[config.mk]
export PLATFORM = sky130hd
export DESIGN_NAME = plob_ctrl
export DESIGN_NICKNAME = d
export VERILOG_FILES = /design/src/rtl/plob_pkg.sv /design/src/rtl/plob_ctrl.sv
export SDC_FILE = /design/constraint.sdc
export NUM_CORES = 1
export LEC_CHECK = 0
export BUFFER_PORTS_ARGS = -buffer_cell sky130_fd_sc_hd__clkbuf_2
export CORE_AREA = 3 3 40 42
export CTS_CLUSTER_DIAMETER = 150
export DETAILED_ROUTE_END_ITERATION = 7
export DIE_AREA = 0 0 43 45
export GPL_TIMING_DRIVEN = 0
export HOLD_SLACK_MARGIN = 0.15
export PLACE_DENSITY = 0.41
export SKIP_LAST_GASP = 1
export SLEW_MARGIN = 10
export SYNTH_ARGS = -nofsm -noshare
export SYNTH_HDL_FRONTEND = slang
export SYNTH_SLANG_ARGS = --single-unit
[constraint.sdc]
create_clock -name clk -period 1.3 [get_ports clk]
set_input_delay 0.13 -clock clk [delete_from_list [all_inputs] [get_ports clk]]
set_output_delay 0.13 -clock clk [all_outputs]
set_load 0.01 [all_outputs]
[src/rtl/plob_pkg.sv]
// ----------------------------------------------------------------------------
// plob_pkg
// shared constants, action codes and controller/datapath interface types
// ----------------------------------------------------------------------------
package plob_pkg;

  localparam int PRICE_LEVELS = 101;
  localparam int ADDR_W       = $clog2(PRICE_LEVELS);
  localparam int ACT_W        = 2;
  localparam int PRICE_W      = 7;
  localparam int SIZE_W       = 32;
  localparam int TS_W         = 48;

  localparam logic [ACT_W-1:0] ACT_DELTA = 2'd0;
  localparam logic [ACT_W-1:0] ACT_SNAP  = 2'd1;
  localparam logic [ACT_W-1:0] ACT_QUERY = 2'd2;

  localparam logic [PRICE_W-1:0] BID_DEFAULT = '0;
  localparam logic [PRICE_W-1:0] ASK_DEFAULT = PRICE_W'(PRICE_LEVELS - 1);

  typedef struct packed {
    logic capture;
    logic exec;
    logic scan_start;
    logic scan_rd;
    logic emit;
    logic emit_query;
  } plob_cmd_t;

  typedef struct packed {
    logic query;
    logic rescan;
    logic scan_end;
  } plob_sts_t;

endpackage

[src/rtl/plob_ctrl.sv]
// ----------------------------------------------------------------------------
// plob_ctrl
// transaction sequencer: execute, query read wait, level scan and drain
// ----------------------------------------------------------------------------
module plob_ctrl import plob_pkg::*; (
  input  logic      clk,
  input  logic      rst_n,
  input  logic      start,
  input  plob_sts_t sts,
  output logic      busy,
  output plob_cmd_t cmd
);

  localparam logic [2:0] S_IDLE  = 3'd0;
  localparam logic [2:0] S_EXEC  = 3'd1;
  localparam logic [2:0] S_QUERY = 3'd2;
  localparam logic [2:0] S_SCAN  = 3'd3;
  localparam logic [2:0] S_DRAIN = 3'd4;

  logic [2:0] state_r;
  logic [2:0] state_nxt;

  always_comb begin
    state_nxt = state_r;
    cmd       = '0;
    case (state_r)
      S_IDLE: begin
        if (start) begin
          cmd.capture = 1'b1;
          state_nxt   = S_EXEC;
        end
      end
      S_EXEC: begin
        cmd.exec = 1'b1;
        if (sts.query) begin
          state_nxt = S_QUERY;
        end else if (sts.rescan) begin
          cmd.scan_start = 1'b1;
          state_nxt      = S_SCAN;
        end else begin
          cmd.emit  = 1'b1;
          state_nxt = S_IDLE;
        end
      end
      S_QUERY: begin
        cmd.emit       = 1'b1;
        cmd.emit_query = 1'b1;
        state_nxt      = S_IDLE;
      end
      S_SCAN: begin
        cmd.scan_rd = 1'b1;
        if (sts.scan_end) begin
          state_nxt = S_DRAIN;
        end
      end
      S_DRAIN: begin
        cmd.emit  = 1'b1;
        state_nxt = S_IDLE;
      end
      default: begin
        state_nxt = S_IDLE;
      end
    endcase
  end

  always_ff @(posedge clk) begin
    if (!rst_n) begin
      state_r <= S_IDLE;
    end else begin
      state_r <= state_nxt;
    end
  end

  assign busy = (state_r != S_IDLE);

endmodule

==> results of run 1 <==
[synthesized netlist by cell type (2+ instances only)]
master    n  area (µm²)
dfxtp_1   3        60.1
inv_1     2        7.51
nand2b_1  4        25.0
nor2_1    3        11.3
nor3_1    3        15.0
[layer usage]
layer  global-route usage, %  vias to the layer above
met2                    9.88                        5
met1                    7.73                      118
met4                    7.23                        0
met5                       0                        -
met3                    5.98                        0
li1                        -                      134
[timing repair]
item | 4_1_cts | 5_1_grt
cloned | 0 | 0
hold buffers | 2 | 0
buffers inserted | 2 | 0
hold endpoints to repair | 2 | 0
setup endpoints to repair | 4 | 4
pin swaps | 0 | 1
resized for setup | 4 | 8
[through the flow]
stage | total power [mW] | utilization (%) | instances | worst slack, ns | setup TNS [ns]
4_1_cts | 0.389 | 28.5 | 62 | -0.00941 | -0.0134
5_1_grt | 0.415 | 29.8 | 62 | -0.0444 | -0.0769
3_3_place_gp | 0.211 | 24.1 | 55 | 0.140 | 0
6_report | 0.378 | 29.8 | 62 | 0.0121 | 0
3_5_place_dp | 0.210 | 24.1 | 55 | 0.156 | 0
2_1_floorplan | 0.173 | - | 28 | 0.224 | 0
[critical path, stage by stage (launching register included)]
cell and delay (ns):
dfxtp_4 0.36, or3_4 0.37, nor2_2 0.07, buf_2 0.13
[final timing paths]
path | startpoint | to | slack [ns] | cells after the start
worst max-delay path | state_r[2]$_SDFFE_PN0P_ | cmd[5] | 0.01 | 3
worst min-delay path | start | state_r[0]$_SDFFE_PN0P_ | 0.23 | 3
worst max register to register | state_r[1]$_SDFFE_PN0P_ | state_r[0]$_SDFFE_PN0P_ | 0.22 | 4
worst min register to register | state_r[0]$_SDFFE_PN0P_ | state_r[0]$_SDFFE_PN0P_ | 0.56 | 2
[power breakdown]
group          total, mW  internal [mW]  switching (mW)
registers          0.109         0.0974          0.0118
logic              0.106         0.0568          0.0492
clock network      0.163          0.115          0.0482
total              0.378          0.269           0.109
[cell families (layout without fill, tap and decap cells)]
kind of cell	count (synthesis)	in the layout	synth area share, %
AO/OA/AOI/OAI	4	4	15.7
AND/OR/NAND/NOR	18	18	50.3
flip-flops	3	3	25.9
buffers and inverters	3	22	8.11
[cell type report]
class                           count  area (µm²)  share of cell area [%]
Multi-Input combinational cell     22         160                    41.8
Sequential cell                     3        71.3                    18.6
Inverter                            2        7.51                    1.96
Timing Repair Buffer               16        98.8                    25.8
Tap cell                           15        18.8                    4.90
Clock buffer                        4        26.3                    6.86
==> summary.txt, run 1 <==
Hold Crit Class = in -> reg
Root Buffer = clkbuf_4
Top_reg_cell synth = dfxtp_1
# IOs = 13
Min Tclk post-route = 1.29 ns
Status = finished clean
Required @ worst endpoint = 1.17 ns
Largest fanout on the critical path = 8
Die Y = 45 µm
Syn Nets = 34
Crit path kind = reg -> out
DR vias/cell = 4.15
Vias = 257
WL final = 584 µm
Finish-stage setup viols = 0
M1 WL = 267 µm
Post-DP HPWL = 418 µm
Initial antenna violation count = 0
Slew of the pin with the lowest slew margin = 0.185 ns
Clock Sinks = 3
Met3 wire length = 31 µm
Synth Warn # = 0
Starting Density = 18.0%
Final hold viol count = 0
RSZ-0062 raised after global routing = true
CP startpoint kind = flop
Max Cap Violations = 0
Most frequent cells in the layout = clkbuf_2, nand2b_1
Drc violations = 0
Critical path arrival = 1.16 ns
Top reg by flops = state_r
Post-synth EDFFs = 0
CTS tree = done
Ys async rst share = 0%
Die area = 1940 µm²
Share of post-route cells with drive strength above 1 = 55.3%
Port bufs = 12
Global-route wire length before repair = 979 µm
Yosys cell types = 18
DRT Pass-1 Iters = 1
Tot GR Track Use = 7.67%
Layout area overhead = 65.4%
Largest register FFs = 3
Worst setup EP type = output port
Max Buffers Root-to-Sink = 2
Worst skew pair latency = 0.23 ns
Routed len/inst = 9.42 µm
Gr ovfl total = 0
Nets = 54
Placer Congestion = 0.650
Final Skew = 0.000678 ns
Final max-slew violation count = 0
Synth Register Bits = 3
Avg Cell Area, Syn = 8.27 µm²
Largest net degree at the start of global routing = 11
Leak = 0.169 nW
Die Width = 43 µm
PD cells = 988 nW/µm²
Hold_ws = 0.232 ns
Peak supply drop = 0.419 mV
Metal2 WL = 286 µm
Top routing layer in use = met3
Max frequency = 776 MHz
Regs by FF count = state_r: 3 flops
Final worst-path cycle share = 99.1%
Commonest non-fill, non-tap cell in the layout = clkbuf_2
CTS Buf Count = 3
Fin area = 383 µm²
Vias in the first global route = 249
Register area share after synthesis = 25.9%
Num rows = 13
Post-DP Area = 310 µm²
Fill count = 139
Clk slew on worst S/H paths = 0.04 ns
Synthesized area = 231 µm²
Antenna viol nets, final = 0
Drt initial violations = 0
Core Area = 1280 µm²
Maximum level of the CTS H-tree = 1
Gate Count Post-Synth = 28
Antenna Cells = 0
Slew margin rel. = 87.6%
(Power assumes the default switching activity.)
==> run 2, diff against run 1 <==
- PLACE_DENSITY: 0.41 -> 0.47
- SETUP_SLACK_MARGIN: unset -> 0.05
- TNS_END_PERCENT: unset -> 10
==> run 2 against run 1 <==
Compared with the run above: via count increased by 2.7%; critical path depth did not move; clock-buffer cell count stayed put; design area up 5.6%; maximum frequency decreased by 0.39%; global-route usage fell by 0.86 points; die area stayed put; first-iteration DRC count grew 2; hold slack got worse by 0.0038 ns; setup slack worse by 0.0050 ns; highest routed layer unchanged; wire length grew 4.6%; register-to-register slack better by 0.05 ns.
==> summary.txt, run 2 (synthesized netlist as in run 1, its figures left out) <==
Status = finished clean
Final hold viol count = 0 (unchanged)
Max Buffers Root-to-Sink = 2 (unchanged)
Finish-stage setup viols = 0 (unchanged)
Final Skew = 0.00531 ns (+0.00463 ns)
Regs by FF count = state_r: 3 flops
Hold Crit Depth = 3 (unchanged)
CTS tree = done
Final worst-path cycle share = 99.5% (+0.39 points)
Critical path's top delay family = simple AND/OR/NAND/NOR gates
Clk slew on worst S/H paths = 0.04 ns (about the same)
Max Cap Violations = 0 (unchanged)
Max frequency = 773 MHz (-0.39%)
Fill count = 143 (+2.9%)
Largest fanout on the critical path = 5 (-3)
Largest net degree at the start of global routing = 9 (-2)
CTS Buf Count = 3 (unchanged)
WHS Endpoint = state_r[0]$_SDFFE_PN0P_
M1 WL = 299 µm (+12%)
Num rows = 13 (unchanged)
Core Area = 1280 µm² (unchanged)
Final max-slew violation count = 0 (unchanged)
Met3 wire length = 45 µm (+45%)
Top routing layer in use = met3
RSZ-0062 raised after global routing = true
FF-to-FF path depth = 4 (unchanged)
DR vias/cell = 4.00 (-3.5%)
Peak supply drop = 0.267 mV (-36%)
Drc violations = 0 (unchanged)
Global-route wire length before repair = 966 µm (-1.3%)
Crit path kind = reg -> out
Setup WS pre-CTS = 0.159 ns (+0.00394 ns)
Hold Crit Class = in -> reg
Root Buffer = clkbuf_4
Worst setup margin = 0.00708 ns (-0.00502 ns)
Critical path cell sequence = or3_4 > nor2_2 > buf_2
Routed len/inst = 9.26 µm (-1.7%)
Critical Path Max Stage Delay = 0.39 ns (+0.02 ns)
Initial antenna violation count = 0 (unchanged)
Die Y = 45 µm (unchanged)
Min Tclk post-route = 1.29 ns (+0.00502 ns)
Slowest-stage cell, CP = or3_4
Vias = 264 (+2.7%)
# IOs = 13 (unchanged)
CP startpoint kind = flop
Commonest non-fill, non-tap cell in the layout = clkbuf_2
PD cells = 982 nW/µm² (-0.69%)
Maximum level of the CTS H-tree = 1 (unchanged)
Slew of the pin with the lowest slew margin = 0.186 ns (+0.000978 ns)
Port bufs = 12 (unchanged)
WL final = 611 µm (+4.6%)
Drt initial violations = 2 (+2)
WP buf/inv = 1 (unchanged)
Gr ovfl total = 0 (unchanged)
R2R Setup Slk = 0.27 ns (+0.05 ns)
Antenna viol nets, final = 0 (unchanged)
Placer Congestion = 0.687 (+5.6%)
Worst setup EP type = output port
Final core utilization = 31.5% (+1.7 points)
Leak = 0.186 nW (+10%)
Largest register FFs = 3 (unchanged)
Worst r2r dst = state_r[0]$_SDFFE_PN0P_
Worst R2R Start = state_r[1]$_SDFFE_PN0P_
Die Width = 43 µm (unchanged)
Tot GR Track Use = 6.81% (-0.86 points)
Top reg by flops = state_r
Fin area = 404 µm² (+5.6%)
Clock Sinks = 3 (unchanged)
Hold_sp = start
Share of post-route cells with drive strength above 1 = 56.9% (+1.5 points)
Critical path arrival = 1.16 ns (about the same)
Vias in the first global route = 244 (-2.0%)
DRT Pass-1 Iters = 4 (+3)
Post-DP Area = 310 µm² (unchanged)
Layout area overhead = 74.6%
Antenna Cells = 0 (unchanged)
Starting Density = 18.0% (unchanged)
Metal2 WL = 266 µm (-7.0%)
Slew margin rel. = 87.5% (about the same)
Die area = 1940 µm² (unchanged)
Most frequent cells in the layout = clkbuf_2, buf_4, nand2b_1, nor2_1, clkbuf_4
Nets = 58 (+7.4%)
Required @ worst endpoint = 1.17 ns (about the same)
Worst skew pair latency = 0.23 ns (about the same)
run 2: changes by cell type in the layout (fill, tap and decap cells not counted), sizes merged:
cell,previous run,this run
clkbuf,13,15
buf,5,7
run 2: worst reg2reg max path, delay by kind of cell (launching register included):
kind	cells	cell delay, ns
buf+inv	2	0.28
compound gates	2	0.35
flops	1	0.31
run 2: worst max path at each step:
stage,startpoint,to,slack (ns),depth (start not counted)
after floorplan,state_r[1]$_SDFFE_PN0P_,cmd[5],0.22,3
after global placement,state_r[0]$_SDFFE_PN0P_,cmd[1],0.16,3
after detailed placement,state_r[1]$_SDFFE_PN0P_,cmd[5],0.16,4
after CTS,state_r[0]$_SDFFE_PN0P_,cmd[5],-0.03,3
after global routing,state_r[0]$_SDFFE_PN0P_,cmd[5],-0.04,3
final,state_r[0]$_SDFFE_PN0P_,cmd[5],0.007,3
run 2: layout make-up:
cell class	count	area [µm²]	share of cell area, %
Multi-Input combinational cell	22	158	39.0
Timing Repair Buffer	20	125	31.0
Sequential cell	3	68.8	17.0
Clock buffer	4	26.3	6.50
Tap cell	15	18.8	4.64
Inverter	2	7.51	1.86
run 2: metal layers:
layer  GRT usage, %  vias to the layer above
li1               -                      143
met1           8.13                      110
met2           10.8                       11
met3           1.20                        0
met4           5.42                        0
met5              0                        -
run 2: what timing repair did:
item	4_1_cts	5_1_grt
hold buffers	2	0
setup buffers	6	0
gates cloned	0	0
resized for setup	3	4
endpoints found under the hold margin	2	0
setup endpoints to repair	4	6
pin swaps	2	2
run 2: power by group:
part | internal [mW] | switching (mW)
Clock | 0.115 | 0.0454
Combinational | 0.0735 | 0.0583
Sequential | 0.0982 | 0.00632
Total | 0.287 | 0.110
run 2: per-stage QoR:
stage / total power [mW] / hold WS [ns] / cells / setup TNS (ns)
6_report: 0.397 / 0.228 / 66 / 0
4_1_cts: 0.406 / 0.225 / 67 / -0.0592
3_5_place_dp: 0.209 / 0.379 / 55 / 0
2_1_floorplan: 0.173 / 0.265 / 28 / 0
3_3_place_gp: 0.209 / 0.372 / 55 / 0
5_1_grt: 0.426 / 0.253 / 66 / -0.0612
